===== config.mk =====
export PLATFORM = sky130hd
export DESIGN_NAME = bfr_window
export DESIGN_NICKNAME = d
export VERILOG_FILES = /design/src/rtl/bfr_pkg.sv /design/src/rtl/bfr_window.sv
export SDC_FILE = /design/constraint.sdc
export NUM_CORES = 1
export LEC_CHECK = 0
export CAP_MARGIN = 20
export CORE_MARGIN = 3
export CORE_UTILIZATION = 25
export DETAILED_ROUTE_END_ITERATION = 8
export DONT_BUFFER_PORTS = 1
export SYNTH_ARGS = -nofsm -noshare
export SYNTH_HDL_FRONTEND = slang
export SYNTH_SLANG_ARGS = --single-unit

===== constraint.sdc =====
create_clock -name clk -period 12.6 [get_ports clk]
set_input_delay 3.78 -clock clk [delete_from_list [all_inputs] [get_ports clk]]
set_output_delay 3.78 -clock clk [all_outputs]
set_load 0.01 [all_outputs]

===== src/rtl/bfr_pkg.sv =====
`timescale 1ns / 1ps

package bfr_pkg;

  localparam int MAX_WIDTH = 1024;
  localparam int COL_W     = $clog2(MAX_WIDTH);
  localparam int WID_W     = 11;
  localparam int ROW_W     = 13;
  localparam int OUT_W     = 23;
  localparam int AREA_W    = WID_W + ROW_W;
  localparam int CH_W      = 8;
  localparam int NCH       = 3;
  localparam int PX_W      = NCH * CH_W;
  localparam int SUM_W     = 12;
  localparam int CFG_IDX_W = 1;
  localparam int CFG_W     = 13;

  localparam logic [WID_W-1:0] WIDTH_RESET  = WID_W'(640);
  localparam logic [ROW_W-1:0] HEIGHT_RESET = ROW_W'(480);

  // register indexes on the configuration port
  localparam logic [CFG_IDX_W-1:0] CFG_FRAME_WIDTH  = 1'd0;
  localparam logic [CFG_IDX_W-1:0] CFG_FRAME_HEIGHT = 1'd1;

  // floor(s / 9) == (s * 3641) >> 15 for every s up to 9 * 255
  localparam int RECIP9   = 3641;
  localparam int RECIP9_SH = 15;
  localparam int PROD_W   = 2 * SUM_W;

  typedef logic [COL_W-1:0] col_t;
  typedef logic [PX_W-1:0]  px_t;
  typedef logic [NCH-1:0][SUM_W-1:0] sums_t;

  typedef struct packed {
    logic [CH_W-1:0] red_in;
    logic [CH_W-1:0] green_in;
    logic [CH_W-1:0] blue_in;
    logic            flush;
  } px_beat_t;

  typedef struct packed {
    logic [CH_W-1:0] red_out;
    logic [CH_W-1:0] green_out;
    logic [CH_W-1:0] blue_out;
    logic            frame_end;
  } mean_beat_t;

  // per-item control decided at accept time from the position counters
  typedef struct packed {
    logic up_ok;
    logic mid_ok;
    logic pix_ok;
    logic col_nz;
    logic emit;
    logic last;
  } ctl_t;

  function automatic logic [CH_W-1:0] chan(input px_t px, input int ch);
    return px[PX_W-1-CH_W*ch -: CH_W];
  endfunction

  function automatic logic [CH_W-1:0] div9(input logic [SUM_W-1:0] s);
    logic [PROD_W-1:0] p;
    p = PROD_W'(s) * PROD_W'(RECIP9);
    return p[RECIP9_SH +: CH_W];
  endfunction

endpackage


===== src/rtl/bfr_window.sv =====
`timescale 1ns / 1ps

module bfr_window import bfr_pkg::*; (
  input  logic  clk,
  input  logic  rst,
  input  logic  en,
  input  logic  step,
  input  ctl_t  ctl,
  input  px_t   pix,
  input  px_t   upper_q,
  input  px_t   middle_q,
  output sums_t sums,
  output px_t   wr_upper,
  output px_t   wr_middle
);

  px_t   col_a [NCH];
  px_t   col_b [NCH];
  px_t   cur   [NCH];
  sums_t sums_next;

  always_comb begin
    cur[0] = ctl.up_ok  ? upper_q  : '0;
    cur[1] = ctl.mid_ok ? middle_q : '0;
    cur[2] = ctl.pix_ok ? pix      : '0;
    for (int ch = 0; ch < NCH; ch++) begin
      sums_next[ch] = '0;
      for (int k = 0; k < NCH; k++) begin
        sums_next[ch] = sums_next[ch] + SUM_W'(chan(col_a[k], ch)) +
                        SUM_W'(chan(col_b[k], ch)) +
                        (ctl.col_nz ? SUM_W'(chan(cur[k], ch)) : SUM_W'(0));
      end
    end
  end

  // upper row takes the old middle row unmasked; middle takes the new pixel
  assign wr_upper  = middle_q;
  assign wr_middle = cur[2];

  always_ff @(posedge clk) begin
    if (rst) begin
      for (int k = 0; k < NCH; k++) begin
        col_a[k] <= '0;
        col_b[k] <= '0;
      end
    end else if (step) begin
      for (int k = 0; k < NCH; k++) begin
        col_a[k] <= (ctl.col_nz && !ctl.last) ? col_b[k] : '0;
        col_b[k] <= ctl.last ? '0 : cur[k];
      end
    end
  end

  always_ff @(posedge clk) begin
    if (en) begin
      sums <= sums_next;
    end
  end

endmodule


; ---- Word-level counts from Yosys, hierarchy flattened
; Memory sizes are Yosys's and may differ from the RTL's.
; Cells that the tools add are included.
[totals]
output_inout_bits = 84
in_bits = 82
register_bits = 36
n_memories = 2
wordCells = 66
ramBits = 144
[memory_table]
columns = name, words, word_bits, rd, rd_clocked_by_memory_dff, write_ports, line
row1 = col_a, 3, 24, 3, 0, 3, bfr_window.sv:17  ; px_t col_a [NCH];
row2 = col_b, 3, 24, 3, 0, 3, bfr_window.sv:18  ; px_t col_b [NCH];
[op_classes]
n_mux = 29
n_addsub = 24
n_reduce_logical = 2
bitwise_logic = 6
[ops]
columns = cell, n
row1 = two-way mux 24 bit, 15
row2 = adder 12 x 8 -> 12 bit, 12
row3 = two-way mux 8 bit, 9
row4 = adder 11 x 8 -> 12 bit, 3
row5 = adder 10 x 8 -> 11 bit, 3
row6 = adder 9 x 8 -> 10 bit, 3
row7 = adder 8 x 8 -> 9 bit, 3
row8 = bitwise OR 1 bit, 6
row9 = two-way mux 1 bit, 5
row10 = logical AND 1 bit, 1
row11 = zero test 1 bit, 1

; ---- Depth between registers and ports, before layout
[depth]
word_depth = 9
depth_mapped = 19

; ---- Worst setup path after synthesis
; No wires, ideal clock.
[synth_timing]
path_type = input -> output
from = input ctl[3] (netlist name)
to = output wr_middle[0]
required_ns = 8.820
path_stages = 3
path_buffers = 2
arrival_ns = 4.239
path_slack_ns = 4.581
cell_sequence = clkbuf_1 and2_1 buf_4
[synth_rtl]
columns = item, line
row1 = start: declaration, bfr_window.sv:8  ; input ctl_t ctl,
row2 = end: declaration, bfr_window.sv:14  ; output px_t wr_middle

; ---- Worst setup path after layout
[layout_timing]
from = input ctl[3] (netlist name)
to = output wr_middle[14]
[layout_via]
elab_chain_len = 1
[layout_rtl]
columns = item, line
row1 = two-way mux 24 bit, bfr_window.sv:25  ; cur[2] = ctl.pix_ok ? pix : '0;
; No other way between the ends.

==> impl_results.md <==
- Clk_lat worst skew: 0.46 ns
- CP startpoint kind: input port
- Clock sink count: 180
- Clock skew: 0.0121 ns
- All-Layer GR Usage: 10.9%
- Routed WL: 27.4 mm
- Starting Density: 25.5%
- Path length in cells of the critical path: 1
- Largest family of logic cells by synthesized area: adder cells
- Synth Area in XOR/XNOR: 1.47%
- P&R area growth vs syn: 7.36%
- Maximum root-to-sink buffer count: 2
- Async S/R FF share, synth: 0%
- Residual DRC: 0
- First-pass GRT wire length: 42.5 mm
- Synth Instances: 1003
- Core area: 0.0492 sq mm
- WP data arrival: 4.07 ns
- Hold Path Origin: col_b[0][54]
- Synth Area in Compound Gates: 2.23%
- # fillers: 5044
- Post-CTS setup buffers: 0
- IO Port Bufs: 0
- Die Width: 230 um
- P_leak: 6.09 nW
- Final min period: 7.85 ns
- Residual overflow from global routing: 0
- Worst r2r src: col_a[0][2]
- Total number of vias: 6774
- Sequential share of the synthesized area: 43.2%
- Worst path required time: 8.82 ns
- Post-synth cell types: 34
- Layout cells sized above 1: 4.64%
- Slew @ Worst Pin: 0.932 ns
- Pre-CTS setup slack: 4.30 ns
- CP max stage delay: 0.27 ns
- DR iter-0 viols: 387
- Clock root buffer: clkbuf_16
- Die Y: 230 um
- Vias/cell: 4.19
- Post-CTS Hold Buffers: 0
- Simple-Gate Fraction of Synth Area: 13.4%
- TritonCTS Buffers: 17
- Worst Hold Class: reg2reg
- Max VDD drop: 0.0808 mV
- RePlAce Congestion: 0.767
- Final TNS setup: 0 ns
- Clock-pin transition on the worst setup and hold timing paths: 0.07 ns
- Register bit total from synthesis: 180
- Full die area: 0.0528 sq mm
- Max Clk Rate: 127 MHz
- Post-synth EDFFs: 180
- Final worst slack: 4.75 ns
- First drt pass iteration count: 5
- Top Family by Delay on Critical Path: simple AND/OR/NAND/NOR gates
- Final setup violation count: 0
- WL/cell: 17.0 um
- Synth Net Count: 1286
- CTS resizes: 0
- Worst hold slack: 0.614 ns
- CTS tree: done
- Initial antenna violation count: 6
- Largest net degree at the start of global routing: 135
- Hold Path Depth: 1
- Vias in the first global route: 7321
- Path depth of the worst reg2reg path: 14
- Critical path startpoint: ctl[3]
- Top_reg_cell synth: edfxtp_1
- CP max FO: 42
- Worst path cell trace: and2_1
- Antenna viol nets, final: 0
- Max-cap check violation count: 0
- Setup CP Type: in2out
- Critical Path End Type: output port
- Status: completed
- Nets: 1219
- Post-synthesis mux area share: 0%
- Syn. warnings: 0
- Syn_area_per_cell: 12.5 sq um
- Cell Area, Synth: 0.0125 sq mm
- Fin. Hold Viols: 0
- Unrepaired setup endpoints after global routing: false
- Ports: 166
- Placement Rows: 81
- PD cells: 169 mW/mm^2
- Synth Area in Adders: 29.8%
- DP HPWL: 19.9 mm
- CP Buf/Inv Count: 0
- Fin. max-slew vios: 0
- Rel. slew slack: 37.9%
- H-tree Lvls: 4
- Critical Path Slowest Stage Cell: and2_1
- Final period util: 62.3%
-- cells in the mapped netlist, types with 4 or more instances --
| library cell | number | area, sq um |
|---|---|---|
| a21o_1 | 4 | 30.0 |
| a21oi_1 | 14 | 70.1 |
| a31oi_1 | 5 | 31.3 |
| and2_1 | 50 | 313 |
| and3_1 | 176 | 1100 |
| buf_4 | 48 | 360 |
| clkbuf_1 | 35 | 131 |
| clkbuf_2 | 6 | 30.0 |
| edfxtp_1 | 180 | 5410 |
| fa_1 | 162 | 3240 |
| ha_1 | 39 | 488 |
| inv_1 | 186 | 698 |
| nand2_1 | 27 | 101 |
| nor2_1 | 13 | 48.8 |
| nor2b_1 | 4 | 25.0 |
| o21ai_0 | 6 | 30.0 |
| xnor2_1 | 17 | 149 |
| xor2_1 | 4 | 35.0 |
-- where the power goes --
group | leakage [nW] | total [mW] | switching, mW | internal, mW
Combinational | 3.89 | 0.879 | 0.489 | 0.390
Sequential | 1.94 | 0.863 | 0.0666 | 0.796
Clock | 0.267 | 0.525 | 0.264 | 0.261
Total | 6.09 | 2.27 | 0.820 | 1.45
-- metrics by stage --
| stage | cell area (sq um) | power, mW | cells | utilization [%] |
|---|---|---|---|---|
| final | 13400 | 2.27 | 1617 | 27.3 |
| after floorplan | 12500 | 1.58 | 1003 | - |
| after global placement | 12800 | 1.76 | 1580 | 26.1 |
| after CTS | 13400 | 2.32 | 1612 | 27.3 |
| after global routing | 13400 | 2.47 | 1615 | 27.3 |
| after detailed placement | 12800 | 1.78 | 1580 | 26.1 |
-- worst paths after layout --
path	to	slack, ns
max	wr_middle[14]	4.75
min	col_a[0][54]	0.61
max reg2reg	sums[34]	8.38
min reg2reg	col_a[0][54]	0.61
-- cells by family (layout without fill, tap and decap cells) --
logic type / count (synthesis) / after routing
adders and majority gates: 201 / 201
other: 0 / 4
DFF: 180 / 180
AOI/OAI and AO/OA: 43 / 43
and+or+nand+nor: 281 / 281
xor gates and xnor gates: 21 / 21
buffers and inverters: 277 / 223
-- cell type report --
cell class              instances  area (sq um)  area share (%)
clock buffers                  17           425            3.17
clock inverters                15           140            1.04
multi-input cells             546          5870            43.7
diodes                          4          10.0          0.0745
inverters                     186           698            5.20
repair buffers                  5          50.0           0.373
flip-flops and latches        180          5410            40.2
well taps                     664           831            6.18
-- registers in the layout (all words and copies together), names as in the netlist --
name,flops
sums,36
col_b,72
col_a,72
-- layout by cell type (no fill, tap or decap), drive strengths merged, types with 3 or more instances in the layout --
| master | n |
|---|---|
| a211oi | 3 |
| a21o | 4 |
| a21oi | 14 |
| a31oi | 5 |
| and2 | 50 |
| and3 | 176 |
| buf | 5 |
| clkbuf | 17 |
| clkinv | 3 |
| clkinvlp | 4 |
| diode | 4 |
| edfxtp | 180 |
| fa | 162 |
| ha | 39 |
| inv | 194 |
| nand2 | 27 |
| nor2 | 13 |
| nor2b | 5 |
| nor3 | 3 |
| o211ai | 3 |
| o21ai | 6 |
| o21bai | 3 |
| or2 | 3 |
| xnor2 | 17 |
| xor2 | 4 |
-- per-layer routing --
layer | vias up | part of all wire, % | GRT usage, % | routed length [um]
li1 | 3094 | - | - | -
met4 | 4 | 1.1 | 2.96 | 293
met2 | 175 | 50 | 17.8 | 13700
met5 | - | 0.069 | 0 | 19
met1 | 3480 | 42 | 13.6 | 11500
met3 | 21 | 7.0 | 3.87 | 1930
No activity file was read; power rests on OpenSTA's default activity.
