[src/rtl/bfr_pkg.sv]
`timescale 1ns / 1ps

package bfr_pkg;

  localparam int MAX_WIDTH = 1024;
  localparam int COL_W     = $clog2(MAX_WIDTH);
  localparam int WID_W     = 11;
  localparam int ROW_W     = 13;
  localparam int OUT_W     = 23;
  localparam int AREA_W    = WID_W + ROW_W;
  localparam int CH_W      = 8;
  localparam int NCH       = 3;
  localparam int PX_W      = NCH * CH_W;
  localparam int SUM_W     = 12;
  localparam int CFG_IDX_W = 1;
  localparam int CFG_W     = 13;

  localparam logic [WID_W-1:0] WIDTH_RESET  = WID_W'(640);
  localparam logic [ROW_W-1:0] HEIGHT_RESET = ROW_W'(480);

  // register indexes on the configuration port
  localparam logic [CFG_IDX_W-1:0] CFG_FRAME_WIDTH  = 1'd0;
  localparam logic [CFG_IDX_W-1:0] CFG_FRAME_HEIGHT = 1'd1;

  // floor(s / 9) == (s * 3641) >> 15 for every s up to 9 * 255
  localparam int RECIP9   = 3641;
  localparam int RECIP9_SH = 15;
  localparam int PROD_W   = 2 * SUM_W;

  typedef logic [COL_W-1:0] col_t;
  typedef logic [PX_W-1:0]  px_t;
  typedef logic [NCH-1:0][SUM_W-1:0] sums_t;

  typedef struct packed {
    logic [CH_W-1:0] red_in;
    logic [CH_W-1:0] green_in;
    logic [CH_W-1:0] blue_in;
    logic            flush;
  } px_beat_t;

  typedef struct packed {
    logic [CH_W-1:0] red_out;
    logic [CH_W-1:0] green_out;
    logic [CH_W-1:0] blue_out;
    logic            frame_end;
  } mean_beat_t;

  // per-item control decided at accept time from the position counters
  typedef struct packed {
    logic up_ok;
    logic mid_ok;
    logic pix_ok;
    logic col_nz;
    logic emit;
    logic last;
  } ctl_t;

  function automatic logic [CH_W-1:0] chan(input px_t px, input int ch);
    return px[PX_W-1-CH_W*ch -: CH_W];
  endfunction

  function automatic logic [CH_W-1:0] div9(input logic [SUM_W-1:0] s);
    logic [PROD_W-1:0] p;
    p = PROD_W'(s) * PROD_W'(RECIP9);
    return p[RECIP9_SH +: CH_W];
  endfunction

endpackage

[src/rtl/bfr_ctrl.sv]
`timescale 1ns / 1ps

module bfr_ctrl import bfr_pkg::*; (
  input  logic             clk,
  input  logic             rst,
  input  logic             accept,
  input  logic             flush,
  input  logic [WID_W-1:0] frame_width,
  input  logic [ROW_W-1:0] frame_height,
  output ctl_t             ctl,
  output col_t             col
);

  logic [ROW_W-1:0]  row;
  logic [OUT_W-1:0]  out_cnt;
  col_t              col_next;
  logic [ROW_W-1:0]  row_next;
  logic [OUT_W-1:0]  out_cnt_next;
  logic [WID_W-1:0]  w_eff;
  logic [ROW_W-1:0]  h_eff;
  logic [AREA_W-1:0] area;
  logic [ROW_W-1:0]  col_inc;
  logic              wrap;

  always_comb begin
    w_eff = (frame_width == '0) ? WID_W'(1) :
            ((32'(frame_width) > MAX_WIDTH) ? WID_W'(MAX_WIDTH) : frame_width);
    h_eff = (frame_height == '0) ? ROW_W'(1) : frame_height;
    area  = AREA_W'(w_eff) * AREA_W'(h_eff);

    col_inc = ROW_W'(col) + ROW_W'(1);
    wrap    = col_inc >= ROW_W'(w_eff);

    ctl.emit   = (row >= ROW_W'(2)) || ((row == ROW_W'(1)) && (col != '0));
    ctl.up_ok  = (row >= ROW_W'(2)) &&
                 ({1'b0, row} <= ({1'b0, h_eff} + (ROW_W + 1)'(1)));
    ctl.mid_ok = (row != '0) && (row <= h_eff);
    ctl.pix_ok = !flush && (row < h_eff);
    ctl.col_nz = col != '0;
    ctl.last   = ctl.emit && (AREA_W'(out_cnt) >= (area - AREA_W'(1)));

    col_next     = wrap ? '0 : col_inc[COL_W-1:0];
    row_next     = (wrap && (row != '1)) ? row + ROW_W'(1) : row;
    out_cnt_next = ctl.emit ? out_cnt + OUT_W'(1) : out_cnt;
    if (ctl.last) begin
      col_next     = '0;
      row_next     = '0;
      out_cnt_next = '0;
    end
  end

  always_ff @(posedge clk) begin
    if (rst) begin
      col     <= '0;
      row     <= '0;
      out_cnt <= '0;
    end else if (accept) begin
      col     <= col_next;
      row     <= row_next;
      out_cnt <= out_cnt_next;
    end
  end

endmodule

[config.mk]
export PLATFORM = sky130hd
export DESIGN_NAME = bfr_ctrl
export DESIGN_NICKNAME = d
export VERILOG_FILES = /design/src/rtl/bfr_pkg.sv /design/src/rtl/bfr_ctrl.sv
export SDC_FILE = /design/constraint.sdc
export NUM_CORES = 1
export LEC_CHECK = 0
export BUFFER_PORTS_ARGS = -buffer_cell sky130_fd_sc_hd__buf_2
export CAP_MARGIN = 25
export CORE_MARGIN = 1
export CORE_UTILIZATION = 50
export DETAILED_ROUTE_END_ITERATION = 10
export GPL_TIMING_DRIVEN = 1
export PLACE_DENSITY = 0.67
export SLEW_MARGIN = 20
export SYNTH_ARGS = -nofsm -noshare
export SYNTH_HDL_FRONTEND = slang
export SYNTH_SLANG_ARGS = --single-unit
[constraint.sdc]
create_clock -name clk -period 8.3 [get_ports clk]
set_input_delay 0 -clock clk [delete_from_list [all_inputs] [get_ports clk]]
set_output_delay 0 -clock clk [all_outputs]
set_load 0.05 [all_outputs]
# Word-level counts from Yosys, hierarchy flattened
# Index checks and enable logic that the tools add are counted.
# classes
muxes	9
add_sub_neg	5
eq_ne	2
n_reduce_logical	16
n_lt_le_gt_ge	7
n_mul	1
# op_table
operator	n
two-way mux 23 bit	2
two-way mux 13 bit	3
greater-or-equal comparator 23 x 24 -> 1 bit	1
multiplier 11 x 13 -> 24 bit	1
subtractor 24 x 1 -> 24 bit (second input constant)	1
adder 23 x 1 -> 23 bit (second input constant)	1
two-way mux 11 bit	2
two-way mux 10 bit	2
adder 13 x 1 -> 14 bit (second input constant)	1
less-or-equal comparator 13 x 14 -> 1 bit	1
adder 13 x 1 -> 13 bit (second input constant)	1
== test 13 x 1 -> 1 bit (second input constant)	1
greater-or-equal comparator 13 x 2 -> 1 bit (second input constant)	1
less-or-equal comparator 13 bit	1
logical NOT 13 bit	1
less-than comparator 13 bit	1
inequality test 13 bit (second input constant)	1
nonzero test 13 bit	1
adder 10 x 1 -> 11 bit (second input constant)	1
greater-or-equal comparator 11 bit	1
greater-than comparator 11 bit (second input constant)	1
logical NOT 11 bit	1
nonzero test 10 bit	1
logical AND 1 bit	6
4 further kinds	6
# totals
word_cells	43
inputBits	28
output_inout_bits	16
ff_bits	46

# Depth between registers and ports, before layout
# Gate-level depths: netlist (run 1).
# logic_depth
depth_word	9
depth_mapped	34
depth_no_buf	31

# Worst setup path before layout (run 1)
# No wires, ideal clock.
# synth_path
kind	input to register
from	input frame_height[8]
to	register col[8]
setup_slack_ns	0.150
path_buffers	2
arrival_ns	7.963
path_stages	30
required_ns	8.112
setup_time_ns	0.188
path_cell_list	clkbuf_1 > nor4_1 > a31o_2 > clkbuf_1 > nand2_1 > fa_1 > inv_1 > ha_1 > fa_1 > fa_1 > inv_1 > fa_1 > inv_1 > ha_1 > o2111a_1 > o31a_1 > or2_2 > o21ai_0 > nand2_1 > a21oi_1 > xor2_1 > ha_1 > nand2_1 > o21ai_1 > a41oi_1 > o21a_1 > a311oi_1 > inv_1 > nor3_1 > o21ai_0
# synth_lines
item	line_no	source
start, declared	bfr_ctrl.sv:9	input logic [ROW_W-1:0] frame_height,
end signal, assigned	bfr_ctrl.sv:58	col <= col_next;
end, declared	bfr_ctrl.sv:11	output col_t col

==> reports/results.ini, run 1 <==
[outcome]
status = complete, no violations

[timing]
post-route-period-util_pct = 92.8
fmax_ghz = 0.130
worst_pin_slew_ns = 0.833
slew_violations = 0
period_minus_slack_ns = 7.70
tns_ns = 0
final-setup-viol-count = 0
rsz0062_at_grt = false
maxSlewHeadroom_pct = 44.0
hold_violations = 0
fin_skew_ns = 0.00460

[floorplanning]
io-pin-count = 44
die_area_sq_um = 18400
fp.dieH_microns = 136
core-area_sq_um = 17400
start_util_pct = 51.5
chipWidth_microns = 136
num_rows = 48

[route]
drtIter0Drc = 432
wl_microns = 22800
vias = 7583
ant_nets = 0
vias_per_cell = 5.49
route.detailed.drc = 0
routedWlPerCell_microns = 16.5
drt_pass1_iterations = 5

[setup_path]
r2r_cells = 13
crit_path_end_kind = primary output
rrSetupSlack_ns = 4.50
cp_slowest_stage_delay_ns = 0.57
required_ns = 8.30
crit_path_max_fanout = 13
cp.arrival_ns = 7.70
start_kind = primary input
cpMaxStageDelayCell = fa_1
crit_type = in2out
cp_common_cell = fa_1
reg2reg_from = col[0]
r2r-end = row[6]

[logic_synthesis]
syn_inst = 1122
async_flop_share_pct = 0
yosys_warnings = 0
synth.area.top_cells = fa_1 (24%), ha_1 (19%), dfxtp_1 (10%), inv_1 (8.4%), nand2_1 (7.0%)
synth_area_sq_um = 8940
synth_top_area_share_pct = 23.7
synth_edf_count = 0
yosysMostFrequentCell = inv_1
ys_ff_latch = 46
syn_nets = 1390
synthFlopType = dfxtp_1
synth.largest_area_cell = fa_1
synth_cell_type_count = 57
syn_avg_cell_area_sq_um = 7.97
synth_common_cells = inv_1 (199), nand2_1 (167), ha_1 (134), fa_1 (106), nor2_1 (97)
ys_seq_area_share_pct = 10.3

[pwr]
swShare_pct = 51.6
p_leak_uw = 0.00486
comb_power_share_pct = 78.7
p_int_uw = 976
power_frac_seq_pct = 11.3
p_sw_uw = 1040
peakVddDrop_v = 0.000188
power_density_nw_per_um2 = 211
power.share.clock_pct = 10.0

[clock_tree]
cts.root.buffer_cell = clkbuf_16
cts_buffer_depth = 2
clock_sinks = 46
clkTransAtPathRegs_ns = 0.06
cts_setup_buffers = 0
worst_skew_pair.late_latency_ns = 0.29
cts_tree = yes
h-tree-depth = 2
cts_buffers = 5

[min_path]
min_from = accept
hold_depth = 3
hold_path_class = in2reg
holdPathEnd = col[0]

[grt]
grt-ovfl-total = 0
grt_pass1_wl_microns = 37300
grt_max_degree = 29
antenna_found_initial = 0
first_global_vias = 7393
grtUsageTotal_pct = 26.0

[finish]
n_antenna_cell = 0
fill_cells = 1687
fin_cells = 1381
multi_input_area_sq_um = 7110
syn2layout_area_growth_pct = 6.97
nets = 1423
drive_above_1_share_pct = 6.92
seqCellArea_sq_um = 921

[run]
maxCapViolCount = 0

[placement]
dp_hpwl_microns = 18900
io_buffer_count = 43
place_congestion = 0.907
place_inst = 1372

## flip-flops by register name (all words and copies together) (netlist names)
register,cells
out_cnt,23
col,10
row,13
## cell usage in the layout (no fill, tap or decap), types with 5 or more instances in the layout
cell | netlist | layout
nand3_1 | 23 | 23
buf_4 | 0 | 15
xnor2_1 | 35 | 35
a311oi_1 | 6 | 6
nand2b_1 | 5 | 5
buf_2 | 1 | 43
a31oi_1 | 7 | 7
o21ai_0 | 28 | 28
dfxtp_1 | 46 | 46
nor3_1 | 12 | 11
fa_1 | 106 | 106
ha_1 | 134 | 134
nand4_1 | 21 | 21
xor2_1 | 31 | 31
nor2_1 | 97 | 97
and3_1 | 19 | 19
a21oi_1 | 42 | 42
nand2_1 | 167 | 167
nor4_1 | 15 | 14
a21o_1 | 14 | 14
inv_1 | 199 | 199
o21a_1 | 8 | 8
clkbuf_16 | 0 | 5
nor2b_1 | 14 | 14
## power groups by stage
| stage | sequential (uW) | combinational [uW] | clock, uW |
|---|---|---|---|
| CTS | 228 | 1600 | 204 |
| detailed placement | 233 | 1590 | 0 |
| floorplan | 234 | 1200 | 0 |
| finish | 228 | 1590 | 201 |
| global placement | 233 | 1570 | 0 |
| global route | 228 | 1790 | 214 |
## worst max path at each step
stage	startpoint	end	slack, ns	cells after the start
global route	frame_height[5]	ctl[0]	0.13	31
CTS	frame_width[4]	ctl[0]	0.44	31
finish	frame_height[4]	ctl[0]	0.60	31
detailed placement	frame_width[4]	ctl[0]	0.49	31
global placement	frame_height[4]	ctl[0]	0.58	30
floorplan	frame_height[8]	col[8]	0.15	30
## layout make-up
| type | instances | share of cell area (%) |
|---|---|---|
| clock inverters | 1 | 0.0523 |
| inverters | 203 | 7.97 |
| repair buffers | 59 | 3.53 |
| multi-input cells | 840 | 74.4 |
| well taps | 225 | 2.94 |
| flip-flops and latches | 46 | 9.63 |
| clock buffers | 7 | 1.49 |
## cell families after synthesis
family	count (synthesis)	synth area share, %
adders and majority gates	240	42.5
xor gates and xnor gates	66	6.47
muxes	4	0.448
DFF	46	10.3
and+or+nand+nor	389	19.6
AOI/OAI and AO/OA	141	10.5
buffers and inverters	236	10.3
## repair_timing
action / CTS / global route
setup endpoints to repair: 0 / 1
hold buffers: 1 / 0
gates resized for setup: 0 / 2
endpoints found under the hold margin: 3 / 0
## stage by stage
step | worst slack [ns] | utilization (%) | power (uW) | instance area [sq um] | hold WS, ns
CTS | 0.441 | 55.0 | 2030 | 9550 | 0.114
global route | 0.130 | 55.1 | 2230 | 9560 | 0.151
floorplan | 0.150 | - | 1440 | 8940 | 0.176
global placement | 0.581 | 54.1 | 1800 | 9390 | 0.294
detailed placement | 0.494 | 54.1 | 1820 | 9390 | 0.294
finish | 0.598 | 55.1 | 2020 | 9560 | 0.119
## layer usage
metal / track usage, % / wire [microns] / up-vias
met1: 34.7 / 10100 / 3658
met5: 0 / 0 / -
met4: 5.49 / 408 / 0
met2: 44.7 / 11100 / 192
met3: 3.37 / 1230 / 36
li1: - / - / 3697
## worst max-delay path, delay by kind of cell
family / cells / cell delay [ns]
adders and majority gates: 7 / 3.24
AOI/OAI and AO/OA: 9 / 2.18
and+or+nand+nor: 7 / 1.08
buffers and inverters: 7 / 1.05
xor gates and xnor gates: 1 / 0.12
Note: power is estimated with default switching activity, not from simulation.
==> run 2: changes to the inputs <==
--- a/config.mk
+++ b/config.mk
@@ -7,8 +7,9 @@
 export LEC_CHECK = 0
 export BUFFER_PORTS_ARGS = -buffer_cell sky130_fd_sc_hd__buf_2
 export CAP_MARGIN = 25
-export CORE_MARGIN = 1
+export CORE_MARGIN = 2
 export CORE_UTILIZATION = 50
+export CTS_CLUSTER_SIZE = 40
 export DETAILED_ROUTE_END_ITERATION = 10
 export GPL_TIMING_DRIVEN = 1
 export PLACE_DENSITY = 0.67
==> run 2 against run 1 <==
Compared with the run above: total power rose by 3.5%; sequential share of layout area barely moved; largest cell class unchanged; register-to-register slack got worse by 0.09 ns; critical endpoint unchanged.
==> reports/results.ini, run 2 (synthesized netlist as in run 1, its figures left out) <==
[route]
ant_nets = 0  ; unchanged
vias_per_cell = 5.54  ; was 5.49
routedWlPerCell_microns = 17.4  ; was 16.5 microns
vias = 7655  ; was 7583
route.detailed.drc = 0  ; unchanged
wl_microns = 24000  ; was 22800 microns
drt_pass1_iterations = 5  ; unchanged
drtIter0Drc = 519  ; was 432

[setup_path]
cp_common_cell = inv_1  ; was fa_1
cp.arrival_ns = 7.65  ; was 7.70 ns
required_ns = 8.30  ; about the same
cp_num_buf_inv = 11  ; was 7
start_kind = primary input  ; unchanged
crit_type = in2out  ; unchanged
cp_slowest_stage_delay_ns = 0.55  ; was 0.57 ns
crit_path_end_kind = primary output  ; unchanged
cpMaxStageDelayCell = fa_1  ; unchanged
crit_path_max_fanout = 15  ; was 13
path_delay_family = adder cells  ; unchanged

[finish]
final_util_pct = 55.1  ; about the same
multi_input_area_sq_um = 7100  ; was 7110 sq um
nets = 1423  ; unchanged
seqCellArea_sq_um = 921  ; unchanged
postLayoutCellArea_sq_um = 9600  ; was 9560 sq um
fill_cells = 1688  ; was 1687
drive_above_1_share_pct = 6.83  ; was 6.92%
reg.largest.list = out_cnt (23), row (13), col (10)  ; unchanged
syn2layout_area_growth_pct = 7.42  ; was 6.97%
fin_cells = 1381  ; unchanged
largest_reg_flops = 23  ; unchanged
top_register = out_cnt  ; unchanged
mostFrequentLayoutCells = inv_1 (199), nand2_1 (167), ha_1 (134)  ; unchanged
mostFrequentLayoutCell = inv_1  ; unchanged
n_antenna_cell = 0  ; unchanged

[grt]
grt_max_degree = 29  ; unchanged
grtUsageTotal_pct = 26.3  ; was 26.0%
antenna_found_initial = 0  ; unchanged
first_global_vias = 7497  ; was 7393
grt-ovfl-total = 0  ; unchanged
grt_pass1_wl_microns = 38500  ; was 37300 microns

[min_path]
hold_path_class = in2reg  ; unchanged

[placement]
io_buffer_count = 43  ; unchanged
place_congestion = 0.931  ; was 0.907
dp_hpwl_microns = 20100  ; was 18900 microns
place_area_sq_um = 9390  ; unchanged
place_inst = 1372  ; unchanged
post-place-ws_ns = 0.674  ; was 0.494 ns

[clock_tree]
ctsResizeCount = 0  ; unchanged
worst_skew_pair.late_latency_ns = 0.29  ; about the same
h-tree-depth = 2  ; unchanged
clock_sinks = 46  ; unchanged
cts_tree = yes  ; unchanged
clkTransAtPathRegs_ns = 0.07  ; was 0.06 ns
cts_buffer_depth = 2  ; unchanged
cts_buffers = 5  ; unchanged
cts.root.buffer_cell = clkbuf_16  ; unchanged

[pwr]
power_density_nw_per_um2 = 217  ; was 211 nW/um^2
power.share.clock_pct = 12.9  ; was 10.0%
p_sw_uw = 1050  ; was 1040 uW
p_leak_uw = 0.00489  ; was 0.00486 uW
power_frac_seq_pct = 10.9  ; was 11.3%
swShare_pct = 50.3  ; was 51.6%
comb_power_share_pct = 76.1  ; was 78.7%
peakVddDrop_v = 0.000172  ; was 0.000188 V
p_int_uw = 1040  ; was 976 uW

[timing]
maxSlewHeadroom_pct = 48.2  ; was 44.0%
rsz0062_at_grt = false  ; unchanged
hold_violations = 0  ; unchanged
final-setup-viol-count = 0  ; unchanged
post-route-period-util_pct = 92.2  ; was 92.8%
period_minus_slack_ns = 7.65  ; was 7.70 ns
fmax_ghz = 0.131  ; was 0.130 GHz
fin_skew_ns = 0.00745  ; was 0.00460 ns
tns_ns = 0  ; unchanged
fin_ws_ns = 0.647  ; was 0.598 ns
slew_violations = 0  ; unchanged
worst_pin_slew_ns = 0.772  ; was 0.833 ns

[floorplanning]
start_util_pct = 51.3  ; was 51.5%
io-pin-count = 44  ; unchanged
chipWidth_microns = 138  ; was 136 microns
core-area_sq_um = 17400  ; about the same
num_rows = 48  ; unchanged
die_area_sq_um = 19000  ; was 18400 sq um
fp.dieH_microns = 138  ; was 136 microns

[run]
maxCapViolCount = 0  ; unchanged

[outcome]
status = complete, no violations  ; unchanged

## run 2: cell types whose count changed in the layout (fill, tap and decap cells not counted), sizes merged
cell / previous run / this run
bufinv: 0 / 2
clkbuf: 7 / 6
clkinv: 5 / 4
## run 2: what timing repair did
action                    CTS  global route
buffers inserted            0             0
hold buffers                1             0
hold endpoints to repair    2             0
## run 2: power groups by stage
stage               clock network, uW  logic (uW)  registers, uW
floorplan                           0        1200            234
global placement                    0        1560            233
detailed placement                  0        1590            233
CTS                               274        1600            228
global route                      284        1820            228
finish                            270        1590            228
## run 2: per-layer routing
layer | global-route usage, % | wire length (microns)
met2 | 43.4 | 11500
met4 | 8.11 | 685
met3 | 2.80 | 1300
met1 | 36.5 | 10500
met5 | 0 | 0
## run 2: final timing paths
kind	cells past startpoint	slack [ns]	from	end
max reg2reg	12	4.41	col[0]	col[8]
max	31	0.65	frame_width[10]	ctl[0]
min	3	0.16	accept	col[0]
min reg2reg	2	0.53	col[2]	col[2]
## run 2: through the flow
step	power (uW)	hold WS, ns
after floorplan	1440	0.176
after global placement	1790	0.296
after detailed placement	1820	0.299
after CTS	2100	0.159
after global routing	2330	0.186
final	2080	0.161
## run 2: final cells by class
type / instances / share of cell area (%)
multi-input cells: 840 / 74.0
flip-flops and latches: 46 / 9.59
repair buffers: 59 / 3.52
clock buffers: 6 / 1.45
clock inverters: 2 / 0.625
well taps: 225 / 2.93
inverters: 203 / 7.93
## run 2: worst reg2reg max path, cell delays in order (launching register included)
cell and delay, ns:
dfxtp_1 0.54, ha_1 0.29, and3_1 0.25, and3_1 0.18, and3_1 0.19, xor2_1 0.24, ha_1 0.29, a211o_1 0.26
nor4_1 0.43, a31oi_1 0.30, nor2_1 0.50, nand3_1 0.17, o21ai_0 0.17
